==> src/hdl/biquad_cascade_df1_filter_top_defines.svh <==
// assertion macros for the biquad cascade, used by its sequencer bcdf_ctrl
`ifndef BIQUAD_CASCADE_DF1_FILTER_TOP_DEFINES_SVH
`define BIQUAD_CASCADE_DF1_FILTER_TOP_DEFINES_SVH

// same-cycle implication, checked on clk with reset masked
`define BCDF_ASSERT_NOW(label, ante, cons, msg) \
  label: assert property (@(posedge clk) disable iff (!rst_n) (ante) |-> (cons)) \
    else $error(msg);

// next-cycle implication, checked on clk with reset masked
`define BCDF_ASSERT_NEXT(label, ante, cons, msg) \
  label: assert property (@(posedge clk) disable iff (!rst_n) (ante) |=> (cons)) \
    else $error(msg);

`endif

==> src/hdl/bcdf_pkg.sv <==
package bcdf_pkg;

  localparam int MAX_STAGES      = 4;
  localparam int SAMPLE_BITS     = 16;
  localparam int COEF_BITS       = 16;
  localparam int COEF_FRAC_BITS  = 14;
  localparam int COEFS_PER_STAGE = 5;
  localparam int STORE_DEPTH     = COEFS_PER_STAGE * MAX_STAGES;
  localparam int COEF_ADDR_BITS  = $clog2(STORE_DEPTH);
  localparam int COEF_IDX_BITS   = 5;
  localparam int STAGE_BITS      = (MAX_STAGES > 1) ? $clog2(MAX_STAGES) : 1;
  localparam int TAP_BITS        = 3;
  localparam int CFG_BITS        = 3;
  localparam int PROD_BITS       = SAMPLE_BITS + COEF_BITS;
  // five products summed: three guard bits
  localparam int ACC_BITS        = PROD_BITS + 3;

  localparam logic [CFG_BITS-1:0] NUM_STAGES_RESET = CFG_BITS'(1);

  localparam logic FUNC_FILTER = 1'b0;
  localparam logic FUNC_LOAD   = 1'b1;

  // coefficient order within one section
  localparam logic [TAP_BITS-1:0] TAP_B0 = 3'd0;
  localparam logic [TAP_BITS-1:0] TAP_B1 = 3'd1;
  localparam logic [TAP_BITS-1:0] TAP_B2 = 3'd2;
  localparam logic [TAP_BITS-1:0] TAP_A1 = 3'd3;
  localparam logic [TAP_BITS-1:0] TAP_A2 = 3'd4;

  typedef struct packed {
    logic                  sample_take;
    logic                  coef_wr;
    logic                  rd_en;
    logic [TAP_BITS-1:0]   tap;
    logic [STAGE_BITS-1:0] stage;
    logic                  acc_clr;
    logic                  stage_done;
    logic                  out_load;
  } bcdf_cmd_t;

  typedef struct packed {
    logic out_blocked;
  } bcdf_status_t;

endpackage

==> src/hdl/bcdf_in_if.sv <==
interface bcdf_in_if;
  logic                                   valid;
  logic                                   ready;
  logic                                   func;
  logic signed [bcdf_pkg::SAMPLE_BITS-1:0] sample_in;
  logic [bcdf_pkg::COEF_IDX_BITS-1:0]      coef_index;
  logic signed [bcdf_pkg::COEF_BITS-1:0]   coef_value;
  logic                                   block_end;

  modport source (output valid, func, sample_in, coef_index, coef_value, block_end,
                  input ready);
  modport sink (input valid, func, sample_in, coef_index, coef_value, block_end,
                output ready);
endinterface

==> src/hdl/bcdf_out_if.sv <==
interface bcdf_out_if;
  logic                                   valid;
  logic                                   ready;
  logic signed [bcdf_pkg::SAMPLE_BITS-1:0] sample_out;
  logic                                   block_end_out;

  modport source (output valid, sample_out, block_end_out, input ready);
  modport sink (input valid, sample_out, block_end_out, output ready);
endinterface

==> src/hdl/bcdf_datapath.sv <==
module bcdf_datapath (
  input  logic                                    clk,
  input  logic                                    rst_n,
  input  bcdf_pkg::bcdf_cmd_t                     cmd,
  output bcdf_pkg::bcdf_status_t                  status,
  input  logic signed [bcdf_pkg::SAMPLE_BITS-1:0] sample_in,
  input  logic [bcdf_pkg::COEF_IDX_BITS-1:0]      coef_index,
  input  logic signed [bcdf_pkg::COEF_BITS-1:0]   coef_value,
  input  logic                                    block_end,
  output logic                                    out_valid,
  input  logic                                    out_ready,
  output logic signed [bcdf_pkg::SAMPLE_BITS-1:0] sample_out,
  output logic                                    block_end_out
);

  localparam logic signed [bcdf_pkg::ACC_BITS-1:0] ROUND_HALF =
    bcdf_pkg::ACC_BITS'(1) <<< (bcdf_pkg::COEF_FRAC_BITS - 1);
  localparam logic signed [bcdf_pkg::ACC_BITS-1:0] SAT_MAX =
    (bcdf_pkg::ACC_BITS'(1) <<< (bcdf_pkg::SAMPLE_BITS - 1)) - bcdf_pkg::ACC_BITS'(1);
  localparam logic signed [bcdf_pkg::ACC_BITS-1:0] SAT_MIN = -SAT_MAX - bcdf_pkg::ACC_BITS'(1);

  logic signed [bcdf_pkg::COEF_BITS-1:0]   coef_mem [bcdf_pkg::STORE_DEPTH];
  logic signed [bcdf_pkg::SAMPLE_BITS-1:0] xd1_r [bcdf_pkg::MAX_STAGES];
  logic signed [bcdf_pkg::SAMPLE_BITS-1:0] xd2_r [bcdf_pkg::MAX_STAGES];
  logic signed [bcdf_pkg::SAMPLE_BITS-1:0] yd1_r [bcdf_pkg::MAX_STAGES];
  logic signed [bcdf_pkg::SAMPLE_BITS-1:0] yd2_r [bcdf_pkg::MAX_STAGES];

  logic signed [bcdf_pkg::SAMPLE_BITS-1:0] x_r;
  logic                                    be_r;
  logic signed [bcdf_pkg::COEF_BITS-1:0]   coef_q_r;
  logic signed [bcdf_pkg::SAMPLE_BITS-1:0] opnd_r;
  logic signed [bcdf_pkg::SAMPLE_BITS-1:0] opnd_nxt;
  logic signed [bcdf_pkg::PROD_BITS-1:0]   prod_r;
  logic signed [bcdf_pkg::ACC_BITS-1:0]    acc_r;
  logic                                    v1_r;
  logic                                    v2_r;
  logic                                    out_valid_r;
  logic signed [bcdf_pkg::SAMPLE_BITS-1:0] out_sample_r;
  logic                                    out_be_r;

  logic [bcdf_pkg::COEF_ADDR_BITS-1:0]     rd_addr;
  logic [bcdf_pkg::COEF_ADDR_BITS-1:0]     wr_addr;
  logic                                    wr_ok;
  logic signed [bcdf_pkg::ACC_BITS-1:0]    rnd;
  logic signed [bcdf_pkg::ACC_BITS-1:0]    shifted;
  logic signed [bcdf_pkg::SAMPLE_BITS-1:0] y;

  assign rd_addr = bcdf_pkg::COEF_ADDR_BITS'(
    int'(cmd.stage) * bcdf_pkg::COEFS_PER_STAGE + int'(cmd.tap));
  assign wr_ok   = (int'(coef_index) < bcdf_pkg::STORE_DEPTH);
  assign wr_addr = bcdf_pkg::COEF_ADDR_BITS'(coef_index);

  // coefficient store, registered read
  always_ff @(posedge clk) begin
    if (cmd.coef_wr && wr_ok) begin
      coef_mem[wr_addr] <= coef_value;
    end
    if (cmd.rd_en) begin
      coef_q_r <= coef_mem[rd_addr];
    end
  end

  always_comb begin
    case (cmd.tap)
      bcdf_pkg::TAP_B0: opnd_nxt = x_r;
      bcdf_pkg::TAP_B1: opnd_nxt = xd1_r[cmd.stage];
      bcdf_pkg::TAP_B2: opnd_nxt = xd2_r[cmd.stage];
      bcdf_pkg::TAP_A1: opnd_nxt = yd1_r[cmd.stage];
      bcdf_pkg::TAP_A2: opnd_nxt = yd2_r[cmd.stage];
      default:          opnd_nxt = '0;
    endcase
  end

  // round half up, then saturate
  always_comb begin
    rnd     = acc_r + ROUND_HALF;
    shifted = rnd >>> bcdf_pkg::COEF_FRAC_BITS;
    if (shifted > SAT_MAX) begin
      y = bcdf_pkg::SAMPLE_BITS'(SAT_MAX);
    end else if (shifted < SAT_MIN) begin
      y = bcdf_pkg::SAMPLE_BITS'(SAT_MIN);
    end else begin
      y = shifted[bcdf_pkg::SAMPLE_BITS-1:0];
    end
  end

  always_ff @(posedge clk) begin
    if (cmd.rd_en) begin
      opnd_r <= opnd_nxt;
    end
    if (v1_r) begin
      prod_r <= coef_q_r * opnd_r;
    end
    if (v2_r) begin
      acc_r <= acc_r + bcdf_pkg::ACC_BITS'(prod_r);
    end else if (cmd.acc_clr) begin
      acc_r <= '0;
    end
    if (cmd.sample_take) begin
      x_r  <= sample_in;
      be_r <= block_end;
    end else if (cmd.stage_done) begin
      x_r <= y;
    end
    if (cmd.out_load) begin
      out_sample_r <= y;
      out_be_r     <= be_r;
    end
  end

  always_ff @(posedge clk) begin
    if (!rst_n) begin
      v1_r        <= 1'b0;
      v2_r        <= 1'b0;
      out_valid_r <= 1'b0;
      for (int i = 0; i < bcdf_pkg::MAX_STAGES; i++) begin
        xd1_r[i] <= '0;
        xd2_r[i] <= '0;
        yd1_r[i] <= '0;
        yd2_r[i] <= '0;
      end
    end else begin
      v1_r <= cmd.rd_en;
      v2_r <= v1_r;
      if (cmd.out_load) begin
        out_valid_r <= 1'b1;
      end else if (out_ready) begin
        out_valid_r <= 1'b0;
      end
      if (cmd.stage_done) begin
        xd2_r[cmd.stage] <= xd1_r[cmd.stage];
        xd1_r[cmd.stage] <= x_r;
        yd2_r[cmd.stage] <= yd1_r[cmd.stage];
        yd1_r[cmd.stage] <= y;
      end
    end
  end

  assign status.out_blocked = out_valid_r && !out_ready;
  assign out_valid          = out_valid_r;
  assign sample_out         = out_sample_r;
  assign block_end_out      = out_be_r;

endmodule

==> src/hdl/bcdf_ctrl.sv <==
`include "biquad_cascade_df1_filter_top_defines.svh"

module bcdf_ctrl (
  input  logic                              clk,
  input  logic                              rst_n,
  input  logic                              cfg_we,
  input  logic [bcdf_pkg::CFG_BITS-1:0]     cfg_data,
  input  logic                              in_valid,
  input  logic                              in_func,
  output logic                              in_ready,
  output bcdf_pkg::bcdf_cmd_t               cmd,
  input  bcdf_pkg::bcdf_status_t            status
);

  typedef enum logic [4:0] {
    S_IDLE   = 5'b00001,
    S_TAP    = 5'b00010,
    S_WAIT1  = 5'b00100,
    S_WAIT2  = 5'b01000,
    S_UPDATE = 5'b10000
  } state_t;

  state_t                          state_r, state_nxt;
  logic [bcdf_pkg::TAP_BITS-1:0]   tap_r, tap_nxt;
  logic [bcdf_pkg::STAGE_BITS-1:0] stage_r, stage_nxt;
  logic [bcdf_pkg::STAGE_BITS-1:0] last_r, last_nxt;
  logic [bcdf_pkg::CFG_BITS-1:0]   nst_r;
  logic [bcdf_pkg::STAGE_BITS-1:0] cfg_last;

  // clamp the section count to 1..MAX_STAGES
  always_comb begin
    if (nst_r == '0) begin
      cfg_last = '0;
    end else if (int'(nst_r) > bcdf_pkg::MAX_STAGES) begin
      cfg_last = bcdf_pkg::STAGE_BITS'(bcdf_pkg::MAX_STAGES - 1);
    end else begin
      cfg_last = bcdf_pkg::STAGE_BITS'(nst_r - 1'b1);
    end
  end

  always_comb begin
    state_nxt = state_r;
    tap_nxt   = tap_r;
    stage_nxt = stage_r;
    last_nxt  = last_r;
    cmd       = '0;
    cmd.tap   = tap_r;
    cmd.stage = stage_r;
    in_ready  = 1'b0;
    unique case (state_r)
      S_IDLE: begin
        in_ready = 1'b1;
        if (in_valid) begin
          if (in_func == bcdf_pkg::FUNC_LOAD) begin
            cmd.coef_wr = 1'b1;
          end else begin
            cmd.sample_take = 1'b1;
            stage_nxt       = '0;
            tap_nxt         = bcdf_pkg::TAP_B0;
            last_nxt        = cfg_last;
            state_nxt       = S_TAP;
          end
        end
      end
      S_TAP: begin
        cmd.rd_en   = 1'b1;
        cmd.acc_clr = (tap_r == bcdf_pkg::TAP_B0);
        tap_nxt     = tap_r + 1'b1;
        if (tap_r == bcdf_pkg::TAP_A2) begin
          state_nxt = S_WAIT1;
        end
      end
      S_WAIT1: begin
        state_nxt = S_WAIT2;
      end
      S_WAIT2: begin
        state_nxt = S_UPDATE;
      end
      S_UPDATE: begin
        if (stage_r == last_r) begin
          if (!status.out_blocked) begin
            cmd.stage_done = 1'b1;
            cmd.out_load   = 1'b1;
            state_nxt      = S_IDLE;
          end
        end else begin
          cmd.stage_done = 1'b1;
          stage_nxt      = stage_r + 1'b1;
          tap_nxt        = bcdf_pkg::TAP_B0;
          state_nxt      = S_TAP;
        end
      end
      default: begin
        state_nxt = S_IDLE;
      end
    endcase
  end

  always_ff @(posedge clk) begin
    if (!rst_n) begin
      state_r <= S_IDLE;
      tap_r   <= bcdf_pkg::TAP_B0;
      stage_r <= '0;
      last_r  <= '0;
      nst_r   <= bcdf_pkg::NUM_STAGES_RESET;
    end else begin
      state_r <= state_nxt;
      tap_r   <= tap_nxt;
      stage_r <= stage_nxt;
      last_r  <= last_nxt;
      if (cfg_we) begin
        nst_r <= cfg_data;
      end
    end
  end

  `BCDF_ASSERT_NEXT(a_sample_starts, in_valid && in_ready && in_func == bcdf_pkg::FUNC_FILTER, state_r == S_TAP && tap_r == bcdf_pkg::TAP_B0 && stage_r == '0, "sample did not start at first tap")
  `BCDF_ASSERT_NEXT(a_load_stays_idle, in_valid && in_ready && in_func == bcdf_pkg::FUNC_LOAD, state_r == S_IDLE, "coefficient load left idle")
  `BCDF_ASSERT_NOW(a_stage_in_range, state_r != S_IDLE, stage_r <= last_r, "stage beyond last section")
  `BCDF_ASSERT_NOW(a_no_overwrite, cmd.out_load, !status.out_blocked && stage_r == last_r, "result loaded over waiting word")

endmodule

==> src/hdl/biquad_cascade_df1_filter_top.sv <==
// cascade of direct-form-1 biquad sections in fixed point: samples are q1.15, coefficients
// q2.14, each section output rounded half up and saturated to 16 bits. an input word with
// func = 1 writes coef_value into slot coef_index (stage*5 + b0,b1,b2,a1,a2; slots 20 and
// up are ignored) and gives no result. a word with func = 0 runs the sample through
// sections 1..num_stages and gives one result word carrying block_end. one shared
// 16x16 multiplier handles one tap a cycle, fed by the registered coefficient store
// read, so each section is five tap reads (S_TAP), a pipeline drain (S_WAIT1, S_WAIT2)
// and one round/update (S_UPDATE). one item is worked on at a time; the next word is
// taken while the previous result still waits in the output register. num_stages is
// to be written by the user through cfg_we/cfg_data only while idle; the block does
// not enforce it. 0 counts as one section and values above four as four. coefficients
// must be loaded before a sample uses them.
module biquad_cascade_df1_filter_top (
  input  logic                              clk,
  input  logic                              rst_n,
  input  logic                              cfg_we,
  input  logic [bcdf_pkg::CFG_BITS-1:0]     cfg_data,
  bcdf_in_if.sink                           in_ch,
  bcdf_out_if.source                        out_ch
);

  // command and status between sequencer and datapath
  bcdf_pkg::bcdf_cmd_t    cmd;
  bcdf_pkg::bcdf_status_t status;

  // sequencer: handshake on the input side, tap and section counting
  bcdf_ctrl u_ctrl (
    .clk      (clk),
    .rst_n    (rst_n),
    .cfg_we   (cfg_we),
    .cfg_data (cfg_data),
    .in_valid (in_ch.valid),
    .in_func  (in_ch.func),
    .in_ready (in_ch.ready),
    .cmd      (cmd),
    .status   (status)
  );

  // datapath: coefficient store, delay lines, multiply-accumulate, output word register
  bcdf_datapath u_datapath (
    .clk           (clk),
    .rst_n         (rst_n),
    .cmd           (cmd),
    .status        (status),
    .sample_in     (in_ch.sample_in),
    .coef_index    (in_ch.coef_index),
    .coef_value    (in_ch.coef_value),
    .block_end     (in_ch.block_end),
    .out_valid     (out_ch.valid),
    .out_ready     (out_ch.ready),
    .sample_out    (out_ch.sample_out),
    .block_end_out (out_ch.block_end_out)
  );

endmodule

==> src/flat_wrapper.sv <==
// flat-port wrapper written by rule: the top's interface ports become plain ports
module biquad_cascade_df1_filter_top_flat 
  (clk, rst_n, cfg_we, cfg_data, in_ch_valid, in_ch_func, in_ch_sample_in, in_ch_coef_index, in_ch_coef_value, in_ch_block_end, in_ch_ready, out_ch_valid, out_ch_sample_out, out_ch_block_end_out, out_ch_ready);
  bcdf_in_if in_ch_i ();
  bcdf_out_if out_ch_i ();
  input  logic clk;
  input  logic rst_n;
  input  logic cfg_we;
  input  logic [bcdf_pkg::CFG_BITS-1:0] cfg_data;
  input wire logic [$bits(in_ch_i.valid)-1:0] in_ch_valid;
  input wire logic [$bits(in_ch_i.func)-1:0] in_ch_func;
  input wire logic [$bits(in_ch_i.sample_in)-1:0] in_ch_sample_in;
  input wire logic [$bits(in_ch_i.coef_index)-1:0] in_ch_coef_index;
  input wire logic [$bits(in_ch_i.coef_value)-1:0] in_ch_coef_value;
  input wire logic [$bits(in_ch_i.block_end)-1:0] in_ch_block_end;
  output wire logic [$bits(in_ch_i.ready)-1:0] in_ch_ready;
  output wire logic [$bits(out_ch_i.valid)-1:0] out_ch_valid;
  output wire logic [$bits(out_ch_i.sample_out)-1:0] out_ch_sample_out;
  output wire logic [$bits(out_ch_i.block_end_out)-1:0] out_ch_block_end_out;
  input wire logic [$bits(out_ch_i.ready)-1:0] out_ch_ready;
  assign in_ch_i.valid = in_ch_valid;
  assign in_ch_i.func = in_ch_func;
  assign in_ch_i.sample_in = in_ch_sample_in;
  assign in_ch_i.coef_index = in_ch_coef_index;
  assign in_ch_i.coef_value = in_ch_coef_value;
  assign in_ch_i.block_end = in_ch_block_end;
  assign in_ch_ready = in_ch_i.ready;
  assign out_ch_valid = out_ch_i.valid;
  assign out_ch_sample_out = out_ch_i.sample_out;
  assign out_ch_block_end_out = out_ch_i.block_end_out;
  assign out_ch_i.ready = out_ch_ready;
  biquad_cascade_df1_filter_top u_core (.clk(clk), .rst_n(rst_n), .cfg_we(cfg_we), .cfg_data(cfg_data), .in_ch(in_ch_i), .out_ch(out_ch_i));
endmodule
==> config.mk <==
export PLATFORM = sky130hd
export DESIGN_NAME = biquad_cascade_df1_filter_top_flat
export DESIGN_NICKNAME = d
export VERILOG_FILES = /design/src/hdl/bcdf_pkg.sv /design/src/hdl/bcdf_in_if.sv /design/src/hdl/bcdf_out_if.sv /design/src/hdl/bcdf_datapath.sv /design/src/hdl/bcdf_ctrl.sv /design/src/hdl/biquad_cascade_df1_filter_top.sv /design/src/flat_wrapper.sv
export VERILOG_INCLUDE_DIRS = /design/src /design/src/hdl
export SDC_FILE = /design/constraint.sdc
export NUM_CORES = 2
export LEC_CHECK = 0
export BUFFER_PORTS_ARGS = -buffer_cell sky130_fd_sc_hd__clkbuf_2
export CAP_MARGIN = 5
export CORE_MARGIN = 1
export CORE_UTILIZATION = 44
export CTS_CLUSTER_DIAMETER = 50
export CTS_CLUSTER_SIZE = 20
export DETAILED_ROUTE_END_ITERATION = 16
export PLACE_DENSITY_LB_ADDON = 0.3
export RECOVER_POWER = 50
export SLEW_MARGIN = 5
export SYNTH_ARGS = -nofsm -noshare
export SYNTH_HDL_FRONTEND = slang
export SYNTH_HIERARCHICAL = 1
export SYNTH_SLANG_ARGS = --single-unit
export TNS_END_PERCENT = 30
==> constraint.sdc <==
create_clock -name clk -period 14.1 [get_ports clk]
set_clock_uncertainty 0.05 [all_clocks]
set_input_delay 0.705 -clock clk [delete_from_list [all_inputs] [get_ports clk]]
set_output_delay 0.705 -clock clk [all_outputs]
set_load 0.03 [all_outputs]
Yosys cells after proc, flatten, opt, wreduce, memory -nomap -nowiden

Memory sizes are Yosys's and may differ from the RTL's. A register that Yosys moved wholly into a read port is not among the register bits.
Index checks and enable logic that the tools add are counted.

Register bits: 135
Bits in latches: 0
RAM bits: 576
ROM bits: 0
Input bits: 47
Output and inout bits: 19
Logic and storage cells: 128
Memories: 5

Add/sub/neg operators: 6
Multipliers: 2
Divide/modulo/power cells: 0
Magnitude comparators: 4
Eq/ne operators: 15
Shift operators: 0
Multiplexer cells: 62
Bitwise logic cells: 1
Reductions and logical operators: 18

Memory list:

| memory                     | words | width | read ports | clocked after memory_dff | wr ports | line                | RTL |
|---|---|---|---|---|---|---|---|
| u_core.u_datapath.coef_mem | 20    | 16    | 1          | 1                        | 1        | bcdf_datapath.sv:22 | `logic signed [bcdf_pkg::COEF_BITS-1:0] coef_mem [bcdf_pkg::STORE_DEPTH];` |
| u_core.u_datapath.xd1_r    | 4     | 16    | 1          | 1                        | 4        | bcdf_datapath.sv:23 | `logic signed [bcdf_pkg::SAMPLE_BITS-1:0] xd1_r [bcdf_pkg::MAX_STAGES];` |
| u_core.u_datapath.xd2_r    | 4     | 16    | 1          | 1                        | 4        | bcdf_datapath.sv:24 | `logic signed [bcdf_pkg::SAMPLE_BITS-1:0] xd2_r [bcdf_pkg::MAX_STAGES];` |
| u_core.u_datapath.yd1_r    | 4     | 16    | 1          | 1                        | 4        | bcdf_datapath.sv:25 | `logic signed [bcdf_pkg::SAMPLE_BITS-1:0] yd1_r [bcdf_pkg::MAX_STAGES];` |
| u_core.u_datapath.yd2_r    | 4     | 16    | 1          | 1                        | 4        | bcdf_datapath.sv:26 | `logic signed [bcdf_pkg::SAMPLE_BITS-1:0] yd2_r [bcdf_pkg::MAX_STAGES];` |

Operator list:

| operator               | count |
|---|---|
| $mux 16                | 8 |
| $pmux 16 s5            | 1 |
| $mux 35                | 2 |
| $reduce_or 16->1       | 4 |
| $mux 2                 | 21 |
| $add 35x15->35 const B | 1 |
| $add 35x32->35         | 1 |
| $mul 16x16->32         | 1 |
| $mux 5                 | 5 |
| $pmux 5 s5             | 1 |
| $gt 21x16->1 const B   | 1 |
| $lt 21x16->1 const B   | 1 |
| $mux 1                 | 19 |
| $reduce_and 4->1       | 3 |
| $mux 3                 | 3 |
| $pmux 3 s3             | 1 |
| $ne 2x2->1 const B     | 4 |
| $reduce_bool 2->1      | 4 |
| $eq 3x2->1 const B     | 2 |
| $logic_not 3->1        | 2 |
| $add 5x4->5            | 1 |
| $eq 5x1->1 const B     | 1 |
| $eq 5x2->1 const B     | 1 |
| $eq 5x3->1 const B     | 1 |
| other kinds (18)       | 19 |

Longest topological paths before layout

Depth in word-level cells: 10
Mapped depth: 23
Depth with buffers taken out: 21

Modules after synthesis

Netlist, hierarchy kept.

By module, submodules not included:

| module        | times used | cells each | area an instance (µm²) | sequential area each (µm²) |
|---|---|---|---|---|
| bcdf_datapath | 1          | 2883       | 40598.9                | 21350.5 |
| bcdf_ctrl     | 1          | 103        | 935.9                  | 300.3 |

Worst setup path after synthesis

No wires, ideal clock.

Path kind: register to register
From: register u_core/u_datapath/coef_q_r[15] (netlist bit) (read register of u_core.u_datapath.coef_mem)
To: register u_core/u_datapath/prod_r[31] (netlist bit), data pin
Setup time: 0.259 ns
Data arrival time: 5.915 ns
Required time: 13.791 ns
Slack: 7.876 ns
Stages on the path, launching flop included: 22
Clock period less this slack: 6.224 ns
Cell sequence: edfxtp_1 -> clkbuf_1 -> nand2_1 -> inv_1 -> fa_1 -> fa_1 -> fa_1 -> fa_1 -> fa_1 -> inv_1 -> fa_1 -> inv_1 -> ha_1 -> clkbuf_1 -> nand3_1 -> o211ai_1 -> or4_1 -> o21ai_2 -> a22oi_1 -> a21oi_1 -> o21ai_1 -> xnor2_1

Cells in the longest elaborated chain, start to end: 1

RTL lines:

| element              | line                | RTL |
|---|---|---|
| from (decl)          | bcdf_datapath.sv:30 | `logic signed [bcdf_pkg::COEF_BITS-1:0] coef_q_r;` |
| $mul 16x16->32       | bcdf_datapath.sv:92 | `prod_r <= coef_q_r * opnd_r;` |
| to (signal assigned) | bcdf_datapath.sv:92 |  |
| to (decl)            | bcdf_datapath.sv:33 | `logic signed [bcdf_pkg::PROD_BITS-1:0] prod_r;` |

No other way between the ends.
A chain may end at the register's enable or synchronous reset.

Worst setup path in the final report

Same ends and word-level chain as after synthesis.

==> impl_table.tex <==
\begin{tabular}{lr}
\hline
Metric & Value \\
\hline
\multicolumn{2}{l}{\textbf{Clock network}} \\
\quad Number of buffers created by CTS & 75 \\
\quad Max clock buf depth & 3 \\
\quad Clk sinks & between 700 and 800 \\
\quad Clk Tree Root Cell & sky130\_fd\_sc\_hd\_\_clkbuf\_16 \\
\quad Clock network latency to the later pin of the worst-skew pair & between 0.6 and 0.7 ns \\
\quad Quantity of hold-fixing buffers added after cts & 0 \\
\quad Post-CTS setup buffer count & 0 \\
\quad Maximum level of the CTS H-tree & 3 \\
\quad Clock tree from TritonCTS & yes \\
\quad Reg clk slew, reported paths & about 0.070 ns \\
\quad PostCTS Resize Cnt & 0 \\
\multicolumn{2}{l}{\textbf{GRT}} \\
\quad Antenna violations before repair & 4 \\
\quad Gr usage total & 0.212 \\
\quad Global-route wire length before repair & around 150000 µm \\
\quad Vias in the first global route & roughly 26000 \\
\quad Sum of overflow across all layers after global routing & 0 \\
\quad Pin count of the biggest net entering global routing & 67 \\
\multicolumn{2}{l}{\textbf{Routing}} \\
\quad Met3 wire length & 7200 µm \\
\quad Via count & around 25000 \\
\quad Met2 WL & between 40000 and 50000 µm \\
\quad Routed length on met1 & 42800 µm \\
\quad Count of TritonRoute iterations in the first routing pass & 7 \\
\quad Final antenna-violating net count & 0 \\
\quad Total wire length after detailed routing & around 100000 µm \\
\quad Residual DRC & 0 \\
\quad Initial DRC Count & 2234 \\
\quad Routed via count divided by cell count & 5.67 \\
\quad Highest metal used & met5 \\
\quad WL per Instance & 22.8 µm \\
\multicolumn{2}{l}{\textbf{Worst setup path}} \\
\quad Crit path capture & u\_core/u\_datapath/prod\_r[31] \\
\quad Type of the worst setup path & register to register \\
\quad Worst reg2reg path depth & 19 \\
\quad CP peak stage delay & between 0.7 and 0.8 ns \\
\quad Startpoint of the worst-slack reg-to-reg timing path & u\_core/u\_datapath/coef\_q\_r[15] \\
\quad CP delay by family, top & adder cells \\
\quad Worst path depth & 19 \\
\quad Setup slack of the worst register-to-register path & approximately 7.3 ns \\
\quad Worst endpoint data arrival time & 7.08 ns \\
\quad Buffering stage count on the worst path with inverters included & 3 \\
\quad CP max stage cell & sky130\_fd\_sc\_hd\_\_fa\_1 \\
\quad Endpoint type of the worst setup path & register \\
\quad Endpoint of the worst-slack reg-to-reg timing path & u\_core/u\_datapath/prod\_r[31] \\
\quad CP max FO & 16 \\
\quad Startpoint type of the worst setup path & register \\
\quad Cells along the critical path & nand2\_1 > inv\_1 > fa\_1 > fa\_1 > fa\_1 > fa\_1 > fa\_1 > inv\_1 > fa\_1 > inv\_1 > ha\_1 > a21oi\_1 > o211ai\_1 > or4\_1 > o21ai\_2 > a22oi\_1 > a21oi\_1 > o21ai\_1 > xnor2\_1 \\
\quad Origin of the worst setup path & u\_core/u\_datapath/coef\_q\_r[15] \\
\quad Critical path required time & 14.37 ns \\
\quad Most Frequent Cell on Critical Path & sky130\_fd\_sc\_hd\_\_fa\_1 \\
\multicolumn{2}{l}{\textbf{Synth}} \\
\quad Fraction of synthesis flops using an asynchronous set or reset pin & 0 \\
\quad Dominant cell by count in the synthesized netlist & sky130\_fd\_sc\_hd\_\_edfxtp\_1 \\
\quad Yosys warns & 6 \\
\quad Cell Area, Synth & a little over 40000 µm² \\
\quad Area share of the leading cell type in the synthesized netlist & 0.513 \\
\quad Number of library cell types mapped by synthesis & 85 \\
\quad Post-synthesis cell count & 2986 \\
\quad Post-synthesis sequential area ratio & 0.521 \\
\quad Post-synthesis xor/xnor area fraction & 0.0131 \\
\quad Nets in the synthesized netlist & around 3400 \\
\quad Synth area leaders & sky130\_fd\_sc\_hd\_\_edfxtp\_1, sky130\_fd\_sc\_hd\_\_fa\_1, sky130\_fd\_sc\_hd\_\_mux4\_2 \\
\quad Most frequent cells after synthesis & sky130\_fd\_sc\_hd\_\_edfxtp\_1, sky130\_fd\_sc\_hd\_\_inv\_1, sky130\_fd\_sc\_hd\_\_fa\_1, sky130\_fd\_sc\_hd\_\_and2\_1, sky130\_fd\_sc\_hd\_\_nand2\_1 \\
\quad Number of enable-type register cells in the synthesized netlist & between 700 and 800 \\
\quad Dominant combinational cell family by area after synthesis & adder cells \\
\quad Area share of fa/ha/maj cells after synthesis & 0.165 \\
\quad Total of flip-flops plus latches after synthesis & roughly 730 \\
\quad Most common flop cell mapped by yosys & sky130\_fd\_sc\_hd\_\_edfxtp\_1 \\
\quad Post-Synth Simple-Gate Area & 0.104 \\
\quad Avg Inst Size Synth & between 10 and 15 µm² \\
\quad Compound-cell area share of the yosys netlist & 0.0495 \\
\quad Area leader, netlist & sky130\_fd\_sc\_hd\_\_edfxtp\_1 \\
\quad Mux cell area share after synthesis & 0.101 \\
\multicolumn{2}{l}{\textbf{Timing}} \\
\quad Relative slew slack & -1.36 \\
\quad Transition time at the pin with the least slew margin & roughly 3.5 ns \\
\quad Final Hold Vio Count & 0 \\
\quad Final setup violation count & 0 \\
\quad Clock period minus worst slack & between 6 and 7 ns \\
\quad RSZ-0062 raised after global routing & false \\
\quad Final period util & 0.483 \\
\quad Final setup TNS & 0 ns \\
\quad Fmax & about 0.15 GHz \\
\quad Count of final max-slew check failures & 340 \\
\multicolumn{2}{l}{\textbf{Finish}} \\
\quad Layout Nets & 3479 \\
\quad Cell Count, Final, Fillers Out & roughly 4400 \\
\quad Layout area overhead & 10.1\% \\
\quad Antenna cells & 0 \\
\quad Final Instance Area & between 40000 and 50000 µm² \\
\quad Ratio of cells with drive above 1 in the final layout & 0.142 \\
\multicolumn{2}{l}{\textbf{Floorplan}} \\
\quad Placeable core region & approximately 93000 µm² \\
\quad Die outline width & 309 µm \\
\quad Number of placed I/O pins & 66 \\
\quad Die area & 95600 µm² \\
\quad Number of placement rows & 112 \\
\quad Chip height & about 310 µm \\
\quad Initial Utilization & 0.444 \\
\multicolumn{2}{l}{\textbf{Placed design}} \\
\quad Port Buffers & 65 \\
\quad Routability congestion estimate & just under 0.9 \\
\quad Cell count after placement & about 4200 \\
\quad HPWL Detailed & roughly 66000 µm \\
\quad Standard cell area after detailed placement & 43300 µm² \\
\multicolumn{2}{l}{\textbf{Flow run}} \\
\quad Max-Cap Viols & 9 \\
\multicolumn{2}{l}{\textbf{Pwr}} \\
\quad Largest voltage drop on the vdd net & 0.000395 V \\
\quad Post-layout power & 11.1 mW \\
\quad Cell leakage power & $\sim$18 nW \\
\quad Power Density & around 240 nW/µm² \\
\multicolumn{2}{l}{\textbf{Outcome}} \\
\quad Outcome & finished with violations \\
\quad Violated checks & max-capacitance violations, max-slew violations \\
\multicolumn{2}{l}{\textbf{Hold path}} \\
\quad Min-delay worst type & input pin to register \\
\hline
\end{tabular}
report_power, final:
part	internal (mW)	total (mW)	leakage [nW]	switching, mW
clock network	1.10	2.03	1.23	0.924
registers	2.79	2.89	6.86	0.0975
logic	2.65	6.19	9.50	3.54
worst register-to-register path: stages, from the launching register on:
cell and delay (ns):
sky130_fd_sc_hd__edfxtp_1 0.65, sky130_fd_sc_hd__nand2_1 0.23, sky130_fd_sc_hd__inv_1 0.10, sky130_fd_sc_hd__fa_1 0.76
sky130_fd_sc_hd__fa_1 0.51, sky130_fd_sc_hd__fa_1 0.50, sky130_fd_sc_hd__fa_1 0.50, sky130_fd_sc_hd__fa_1 0.49
sky130_fd_sc_hd__inv_1 0.05, sky130_fd_sc_hd__fa_1 0.47, sky130_fd_sc_hd__inv_1 0.04, sky130_fd_sc_hd__ha_1 0.35
sky130_fd_sc_hd__a21oi_1 0.16, sky130_fd_sc_hd__o211ai_1 0.13, sky130_fd_sc_hd__or4_1 0.53, sky130_fd_sc_hd__o21ai_2 0.28
sky130_fd_sc_hd__a22oi_1 0.16, sky130_fd_sc_hd__a21oi_1 0.26, sky130_fd_sc_hd__o21ai_1 0.12, sky130_fd_sc_hd__xnor2_1 0.13
how the worst min path moves through the flow:
stage,start,to,cells past startpoint
floorplan,u_core/u_datapath/be_r,u_core/u_datapath/block_end_out,0
global placement,u_core/u_datapath/be_r,u_core/u_datapath/block_end_out,0
detailed placement,u_core/u_datapath/be_r,u_core/u_datapath/block_end_out,0
CTS,in_ch_block_end,u_core/u_datapath/be_r,1
global route,in_ch_block_end,u_core/u_datapath/be_r,1
finish,in_ch_block_end,u_core/u_datapath/be_r,1
layout by cell type (no fill, tap or decap), types with 19 or more instances in the layout:
| cell | synthesis | layout |
|---|---|---|
| sky130_fd_sc_hd__clkbuf_1 | 107 | 60 |
| sky130_fd_sc_hd__inv_1 | 350 | 350 |
| sky130_fd_sc_hd__clkbuf_16 | 0 | 76 |
| sky130_fd_sc_hd__a21o_1 | 22 | 22 |
| sky130_fd_sc_hd__ha_1 | 126 | 124 |
| sky130_fd_sc_hd__nor2_1 | 162 | 161 |
| sky130_fd_sc_hd__a21oi_1 | 62 | 61 |
| sky130_fd_sc_hd__o21ai_0 | 35 | 35 |
| sky130_fd_sc_hd__edfxtp_1 | 709 | 709 |
| sky130_fd_sc_hd__a22oi_1 | 33 | 33 |
| sky130_fd_sc_hd__buf_4 | 1 | 32 |
| sky130_fd_sc_hd__mux2_2 | 33 | 33 |
| sky130_fd_sc_hd__nor3_1 | 31 | 30 |
| sky130_fd_sc_hd__clkbuf_2 | 0 | 30 |
| sky130_fd_sc_hd__xnor2_1 | 44 | 44 |
| sky130_fd_sc_hd__fa_1 | 264 | 264 |
| sky130_fd_sc_hd__and2_1 | 179 | 175 |
| sky130_fd_sc_hd__mux2i_1 | 23 | 23 |
| sky130_fd_sc_hd__o21a_1 | 19 | 19 |
| sky130_fd_sc_hd__mux4_2 | 160 | 160 |
| sky130_fd_sc_hd__nand3_1 | 29 | 30 |
| sky130_fd_sc_hd__and3_1 | 160 | 160 |
| sky130_fd_sc_hd__nand2_1 | 164 | 161 |
layer usage:
| layer | vias to the layer above | track usage |
|---|---|---|
| li1 | 10800 | - |
| met1 | 12800 | 0.303 |
| met2 | 934 | 0.338 |
| met3 | 159 | 0.0310 |
| met4 | 2 | 0.0586 |
| met5 | - | 0 |
cell families (layout without fill, tap and decap cells):
| kind of cell | count (synthesis) | after routing |
|---|---|---|
| muxes | 216 | 216 |
| DFF | 727 | 727 |
| AOI/OAI and AO/OA | 286 | 286 |
| adders and majority gates | 390 | 390 |
| and+or+nand+nor | 814 | 814 |
| xor gates and xnor gates | 62 | 62 |
| buffers and inverters | 491 | 607 |
sequential cells by signal, indices dropped and copies added (netlist names):
register	count
u_core/u_ctrl/nst_r	3
u_core/u_datapath/xd2_r	64
u_core/u_datapath/v2_r	1
u_core/u_datapath/x_r	16
u_core/u_datapath/block_end_out	1
u_core/u_datapath/v1_r	1
u_core/u_datapath/be_r	1
u_core/u_datapath/sample_out	16
u_core/u_datapath/prod_r	32
u_core/u_datapath/coef_q_r	16
u_core/u_datapath/opnd_r	16
u_core/u_ctrl/state_r	5
u_core/u_datapath/coef_mem	320
u_core/u_datapath/acc_r	35
u_core/u_datapath/yd1_r	64
u_core/u_datapath/xd1_r	64
u_core/u_datapath/yd2_r	64
u_core/u_ctrl/tap_r	3
u_core/u_ctrl/last_r	2
u_core/u_ctrl/stage_r	2
u_core/u_datapath/out_valid	1
per-stage QoR:
step	worst slack [ns]	util	hold WS (ns)
2_1_floorplan	7.88	-	0.350
3_3_place_gp	7.45	0.464	0.354
3_5_place_dp	7.39	0.464	0.368
4_1_cts	7.30	0.491	0.135
5_1_grt	6.94	0.489	0.142
6_report	7.29	0.489	0.172
layout make-up:
| class | instances | area (µm²) |
|---|---|---|
| multi-input combinational | 1768 | 18000 |
| clock buffer | 81 | 1940 |
| clock inverter | 56 | 646 |
| sequential | 727 | 21700 |
| timing repair buffer | 119 | 604 |
| tap | 1254 | 1570 |
| inverter | 351 | 1320 |
| fill | 7935 | 47700 |
Power figures use the tool's default switching activity.
